===== src/sv/assert_macros.svh =====
// Assertion macros for the peer table core.
`ifndef ASSERT_MACROS_SVH
`define ASSERT_MACROS_SVH

// Clocked assertion, masked while reset is asserted.
`define PT_ASSERT(label, prop, msg) \
    label: assert property (@(posedge i_clk) disable iff (!i_rst_n) prop) \
        else $error(msg);

// Clocked assertion that also holds during reset.
`define PT_ASSERT_ALWAYS(label, prop, msg) \
    label: assert property (@(posedge i_clk) prop) \
        else $error(msg);

`endif


===== src/sv/ptfc_pkg.sv =====
// Shared types, codes and constants of the peer table.
package ptfc_pkg;

    localparam int TABLE_DEPTH_DEF = 16;
    localparam int KEY_BYTES_DEF   = 32;

    localparam int OP_W     = 4;
    localparam int IDENT_W  = 32;
    localparam int ADDR_W   = 32;
    localparam int FAULT_W  = 8;
    localparam int COUNT_W  = 5;
    localparam int THR_W    = 8;
    localparam int KEY_IN_W = 256;

    localparam logic [THR_W-1:0]   THR_RESET = 8'd15;
    localparam logic [FAULT_W-1:0] FAULT_MAX = 8'hFF;

    localparam logic [OP_W-1:0] OP_ADD         = 4'd0;
    localparam logic [OP_W-1:0] OP_REMOVE      = 4'd1;
    localparam logic [OP_W-1:0] OP_MARK        = 4'd2;
    localparam logic [OP_W-1:0] OP_RESET       = 4'd3;
    localparam logic [OP_W-1:0] OP_INFO        = 4'd4;
    localparam logic [OP_W-1:0] OP_ADDR_BY_ID  = 4'd5;
    localparam logic [OP_W-1:0] OP_ADDR_BY_KEY = 4'd6;
    localparam logic [OP_W-1:0] OP_ID_BY_KEY   = 4'd7;
    localparam logic [OP_W-1:0] OP_COUNTS      = 4'd8;

    // one table entry, key carried separately since its width is a parameter
    typedef struct packed {
        logic               valid;
        logic [IDENT_W-1:0] ident;
        logic [ADDR_W-1:0]  addr;
        logic [FAULT_W-1:0] faults;
        logic               flag;
    } t_entry;

    // operation held for the whole scan
    typedef struct packed {
        logic [OP_W-1:0]    op;
        logic [IDENT_W-1:0] ident;
        logic [ADDR_W-1:0]  addr;
        logic [THR_W-1:0]   thr;
    } t_req;

    // scan token handed from cell to cell
    typedef struct packed {
        logic               valid;
        logic               hit;
        logic               dup;
        logic               free_seen;
        logic               added;
        logic [IDENT_W-1:0] f_ident;
        logic [ADDR_W-1:0]  f_addr;
        logic [FAULT_W-1:0] f_faults;
        logic               f_flag;
        logic [COUNT_W-1:0] total;
        logic [COUNT_W-1:0] active;
    } t_scan;

    function automatic logic uses_key(input logic [OP_W-1:0] op);
        return (op == OP_ADDR_BY_KEY) || (op == OP_ID_BY_KEY);
    endfunction

endpackage


===== src/sv/ptfc_cell.sv =====
// One table cell: holds one entry and acts on the scan token as it passes.
module ptfc_cell #(
    parameter int KEY_BITS = 8 * ptfc_pkg::KEY_BYTES_DEF
) (
    input  logic                 i_clk,
    input  logic                 i_rst_n,
    input  ptfc_pkg::t_req       i_req,
    input  logic [KEY_BITS-1:0]  i_req_key,
    input  ptfc_pkg::t_scan      i_scan,
    output ptfc_pkg::t_scan      o_scan,
    input  ptfc_pkg::t_entry     i_nb_entry,
    input  logic [KEY_BITS-1:0]  i_nb_key,
    output ptfc_pkg::t_entry     o_entry,
    output logic [KEY_BITS-1:0]  o_key
);

    ptfc_pkg::t_entry r_entry, n_entry;
    logic [KEY_BITS-1:0] r_key, n_key;
    ptfc_pkg::t_scan r_scan, n_scan;

    logic id_match, key_match, hit_here;
    logic [ptfc_pkg::FAULT_W-1:0] fault_inc;

    assign id_match  = r_entry.valid && (r_entry.ident == i_req.ident);
    assign key_match = r_entry.valid && (r_key == i_req_key);
    assign hit_here  = (ptfc_pkg::uses_key(i_req.op) ? key_match : id_match) && !i_scan.hit;
    assign fault_inc = (r_entry.faults == ptfc_pkg::FAULT_MAX) ? r_entry.faults
                                                               : r_entry.faults + 8'd1;

    always_comb begin
        n_entry = r_entry;
        n_key   = r_key;
        n_scan  = i_scan;
        if (i_scan.valid) begin
            if (hit_here) begin
                n_scan.hit = 1'b1;
            end
            unique case (i_req.op)
                ptfc_pkg::OP_ADD: begin
                    if (id_match || key_match) begin
                        n_scan.dup = 1'b1;
                    end
                    // first free cell sits right after the used ones
                    if (!r_entry.valid && !i_scan.free_seen) begin
                        n_scan.free_seen = 1'b1;
                        if (!i_scan.dup) begin
                            n_entry.valid  = 1'b1;
                            n_entry.ident  = i_req.ident;
                            n_entry.addr   = i_req.addr;
                            n_entry.faults = '0;
                            n_entry.flag   = 1'b0;
                            n_key          = i_req_key;
                            n_scan.added   = 1'b1;
                        end
                    end
                end
                ptfc_pkg::OP_REMOVE: begin
                    // compaction: hit cell and all after it pull from the right
                    if (hit_here || i_scan.hit) begin
                        n_entry = i_nb_entry;
                        n_key   = i_nb_key;
                    end
                end
                ptfc_pkg::OP_MARK: begin
                    if (hit_here) begin
                        n_entry.faults = fault_inc;
                        if (fault_inc >= i_req.thr) begin
                            n_entry.flag = 1'b1;
                        end
                    end
                end
                ptfc_pkg::OP_RESET: begin
                    if (hit_here) begin
                        n_entry.faults = '0;
                        n_entry.flag   = 1'b0;
                    end
                end
                ptfc_pkg::OP_INFO: begin
                    if (hit_here) begin
                        n_scan.f_ident  = r_entry.ident;
                        n_scan.f_addr   = r_entry.addr;
                        n_scan.f_faults = r_entry.faults;
                        n_scan.f_flag   = r_entry.flag;
                    end
                end
                ptfc_pkg::OP_ADDR_BY_ID, ptfc_pkg::OP_ADDR_BY_KEY: begin
                    if (hit_here) begin
                        n_scan.f_addr = r_entry.addr;
                    end
                end
                ptfc_pkg::OP_ID_BY_KEY: begin
                    if (hit_here) begin
                        n_scan.f_ident = r_entry.ident;
                    end
                end
                default: begin
                end
            endcase
            n_scan.total  = i_scan.total + {4'd0, n_entry.valid};
            n_scan.active = i_scan.active + {4'd0, n_entry.valid && !n_entry.flag};
        end
    end

    always_ff @(posedge i_clk) begin
        if (!i_rst_n) begin
            r_entry.valid <= 1'b0;
            r_scan.valid  <= 1'b0;
        end else begin
            r_entry <= n_entry;
            r_scan  <= n_scan;
        end
    end

    always_ff @(posedge i_clk) begin
        r_key <= n_key;
    end

    assign o_scan  = r_scan;
    assign o_entry = r_entry;
    assign o_key   = r_key;

endmodule


===== config.mk =====
export PLATFORM = sky130hd
export DESIGN_NAME = ptfc_cell
export DESIGN_NICKNAME = d
export VERILOG_FILES = /design/src/sv/assert_macros.svh /design/src/sv/ptfc_pkg.sv /design/src/sv/ptfc_cell.sv
export SDC_FILE = /design/constraint.sdc
export NUM_CORES = 1
export LEC_CHECK = 0
export BUFFER_PORTS_ARGS = -buffer_cell sky130_fd_sc_hd__buf_2
export CORE_AREA = 8 8 446 448
export CTS_CLUSTER_DIAMETER = 150
export DETAILED_ROUTE_END_ITERATION = 10
export DIE_AREA = 0 0 454 456
export GPL_ROUTABILITY_DRIVEN = 0
export SLEW_MARGIN = 20
export SYNTH_ARGS = -nofsm -noshare
export SYNTH_HDL_FRONTEND = slang
export SYNTH_SLANG_ARGS = --single-unit

===== constraint.sdc =====
create_clock -name i_clk -period 18.29 [get_ports i_clk]
set_input_delay 0.9145 -clock i_clk [delete_from_list [all_inputs] [get_ports i_clk]]
set_output_delay 0.9145 -clock i_clk [all_outputs]
set_load 0.01 [all_outputs]

==> run_results.csv <==
group,metric,value,unit
clock_network,cts.sinks,418,
pwr,seqPwrFrac,0.419,
timing,drv_slew,0,
timing,holdWs,0.495,ns
routing,drt_iter0_drc,2719,
timing,period_needed,4.77,ns
routing,routed_wl,191000,um
worst_setup_path,regToRegEndpoint,"o_scan[20]$_DFFE_PP_",
pwr,clkPwrFrac,0.459,
yosys,synth_seq_cells,418,
floorplanning,row_count,161,
pwr,irDropWorstVdd,0.0744,mV
timing,finalClockSkew,0.0267,ns
clock_network,clockRootBuffer,"clkbuf_16",
floorplanning,die_area,207000,um^2
yosys,syn-num-nets,2800,
clock_network,h-tree-depth,2,
worst_setup_path,cp_data_required_time,18.72,ns
clock_network,clk_latency,0.68,ns
cells_and_area,fin_util,0.173,
yosys,synthMuxAreaShare,0.0460,
worst_hold_path,hold_path_class,"in2reg",
pwr,cellPowerDensity,79.1,nW/um^2
worst_setup_path,critPathMaxFanout,32,
cells_and_area,stdcell_count,5823,
worst_hold_path,min_from,"i_nb_key[68]",
cells_and_area,multi_input_area,8900,um^2
job,max_cap_violations,0,
yosys,synthCells,2035,
worst_setup_path,cp_slowest_cell,"nor4_2",
yosys,synth-main-ff-cell,"edfxtp_1",
worst_setup_path,worstSetupStartpointType,"register",
routing,wl_per_cell,32.9,um
placed_design,placed_cells,5671,
worst_setup_path,cpPeakStageDelay,0.80,ns
worst_setup_path,worst_ep_arrival_time,5.20,ns
floorplanning,initial_utilization,0.115,
timing,fmax,210,MHz
cells_and_area,layout-drive-gt1-share,0.430,
clock_network,numCtsBuffers,56,
yosys,syn_area_per_cell,10.8,um^2
yosys,synth_xor_area_frac,0.0765,
placed_design,dpl.hpwl,169000,um
worst_setup_path,r2r_cells,10,
yosys,synth_compound_area_frac,0.0801,
clock_network,ctsHoldBuffers,0,
floorplanning,coreArea,192000,um^2
timing,rsz0062_at_grt,"false",
timing,setup_violations,0,
timing,tightest_slew,1.03,ns
timing,final.period_utilization,0.261,
yosys,synth-simple-area-share,0.189,
routing,dr.pass1.iters,8,
worst_hold_path,whs_path_depth,3,
yosys,syn-cell-area,22000,um^2
yosys,synth.distinct_cells,56,
cells_and_area,final-seq-area,12500,um^2
worst_setup_path,endpoint_kind,"register",
worst_setup_path,endpoint,"o_scan[20]$_DFFE_PP_",
worst_setup_path,startpoint,"o_key[226]$_DFFE_PP_",
status,status,"finished clean",
pwr,leakage,14.0,nW
pwr,internal-power,0.00191,W
worst_setup_path,r2r_start,"o_key[226]$_DFFE_PP_",
global_route,grt_overflow,0,
routing,antenna_left,0,
clock_network,clkTransAtPathRegs,0.06,ns
global_route,grt_pass1_wl,236000,um
floorplanning,pin_count,1170,
clock_network,clk_path_buf_depth,3,
timing,fin_tns_setup,0,ns
placed_design,io_buffers,1169,
floorplanning,fp.dieW,454,um
timing,hold_viol,0,
clock_network,cts_tree,"yes",
clock_network,postCtsSetupBuffers,0,
cells_and_area,nFillCells,21386,
worst_setup_path,rrSetupSlack,13.52,ns
worst_setup_path,crit_chain,"xnor2_1 -> nand4_1 -> nor4_2 -> buf_4 -> nand4_1 -> nor3_2 -> a41oi_4 -> a2111oi_4 -> buf_4 -> mux2_2",
yosys,async_flop_share,0,
pwr,p_sw,0.000710,W
pwr,combPwrFrac,0.123,
placed_design,dpl_cell_area,31000,um^2
yosys,synth_edf_count,416,
pwr,netSwitchingFraction,0.271,
worst_setup_path,worst-setup-path-type,"reg2reg",
yosys,synth_fa_ha_area_frac,0.00740,
routing,vias_per_cell,3.84,
cells_and_area,fin_nets,3968,
global_route,antenna_found_initial,91,
global_route,grt_pass1_vias,22109,
floorplanning,dieHeight,456,um
global_route,grt_max_degree,167,
yosys,synth-seq-area-share,0.570,
cells_and_area,design_area,33100,um^2
yosys,yosys_warnings,0,
global_route,track_usage,0.174,
timing,timing.slew.headroom,0.313,
cells_and_area,area_delta_synth_final,50.5,%
routing,post-route-drc-count,0,
yosys,synth_top_family_by_area,"simple AND/OR/NAND/NOR gates",
routing,vias,22382,
clock_network,cts_resized,0,
## power by group through the flow
stage	combinational (W)	clock, W	sequential [W]
4_1_cts	0.000323	0.00124	0.00110
3_5_place_dp	0.000322	0	0.00112
2_1_floorplan	0.0000992	0	0.00112
5_1_grt	0.000345	0.00126	0.00110
3_3_place_gp	0.000317	0	0.00112
6_report	0.000321	0.00120	0.00109
## sequential cells by signal, summed over array words and instances (netlist names)
name / count
o_key: 256
o_scan: 88
o_entry: 74
## synth_stat cells, drive strengths merged (6+ instances only)
| master | n | share of area |
|---|---|---|
| a2111o | 8 | 0.0041 |
| a2111oi | 17 | 0.010 |
| a22o | 74 | 0.029 |
| and2 | 6 | 0.0017 |
| buf | 12 | 0.0036 |
| clkbuf | 71 | 0.012 |
| edfxtp | 416 | 0.57 |
| ha | 13 | 0.0074 |
| inv | 86 | 0.015 |
| mux2 | 78 | 0.045 |
| nand2 | 685 | 0.12 |
| nand2b | 39 | 0.011 |
| nand3 | 12 | 0.0027 |
| nand4 | 48 | 0.014 |
| nor2 | 15 | 0.0026 |
| nor2b | 63 | 0.018 |
| nor3 | 13 | 0.0034 |
| nor4 | 41 | 0.013 |
| o2111ai | 12 | 0.0048 |
| o21ai | 65 | 0.015 |
| o22ai | 18 | 0.0051 |
| o2bb2ai | 6 | 0.0024 |
| xnor2 | 139 | 0.055 |
| xor2 | 53 | 0.021 |
## how the worst min path moves through the flow
stage	slack, ns	end
floorplan	0.59	o_entry[73]$_SDFFE_PN0P_
global placement	0.56	o_scan[43]$_DFFE_PP_
detailed placement	0.56	o_scan[37]$_DFFE_PP_
CTS	0.40	o_key[208]$_DFFE_PP_
global route	0.44	o_key[254]$_DFFE_PP_
finish	0.50	o_key[68]$_DFFE_PP_
## area by class of cell
cell class,instances,share of cell area
repair buffers,1193,0.183
clock buffers,63,0.0432
multi-input cells,1448,0.269
clock inverters,42,0.0165
well taps,2526,0.0956
inverters,86,0.00976
flip-flops and latches,418,0.379
diodes,47,0.00356
## cell families after synthesis
kind of cell / Yosys count
multiplexers: 80
buffers and inverters: 169
adder cells (fa/ha/maj): 13
flip-flops: 418
AND/OR/NAND/NOR: 939
XOR/XNOR: 192
AO/OA/AOI/OAI: 224
## placed cells by master, fill, tap and decap left out, drive strengths merged, types with 13 or more instances in the layout
master	instances
buf	1193
nand2	685
edfxtp	416
xnor2	139
inv	91
mux2	78
a22o	74
o21ai	65
nor2b	63
clkbuf	63
xor2	53
nand4	48
diode	47
nor4	41
nand2b	39
clkinv	23
o22ai	18
a2111oi	17
nor2	15
ha	13
nor3	13
## through the flow
stage / power [W] / setup slack (ns)
after floorplan: 0.00122 / 2.74
after global placement: 0.00143 / 11.32
after global routing: 0.00270 / 13.30
final: 0.00261 / 13.52
after CTS: 0.00265 / 13.43
after detailed placement: 0.00144 / 12.88
## critical path: cells and delay by family, from the launching register on
kind	cells	cell delay, ns
multiplexers	1	0.40
buffers and inverters	2	0.77
XOR/XNOR	1	0.24
AND/OR/NAND/NOR	4	1.78
AO/OA/AOI/OAI	2	0.73
flip-flops	1	0.52
## per-layer routing
metal / wire (um) / track usage / share of wire
met1: 61600 / 0.173 / 0.32
met2: 93000 / 0.297 / 0.49
met3: 29100 / 0.104 / 0.15
met4: 7580 / 0.0627 / 0.040
met5: 138 / 0 / 0.00072
Note: power is estimated with default switching activity, not from simulation.
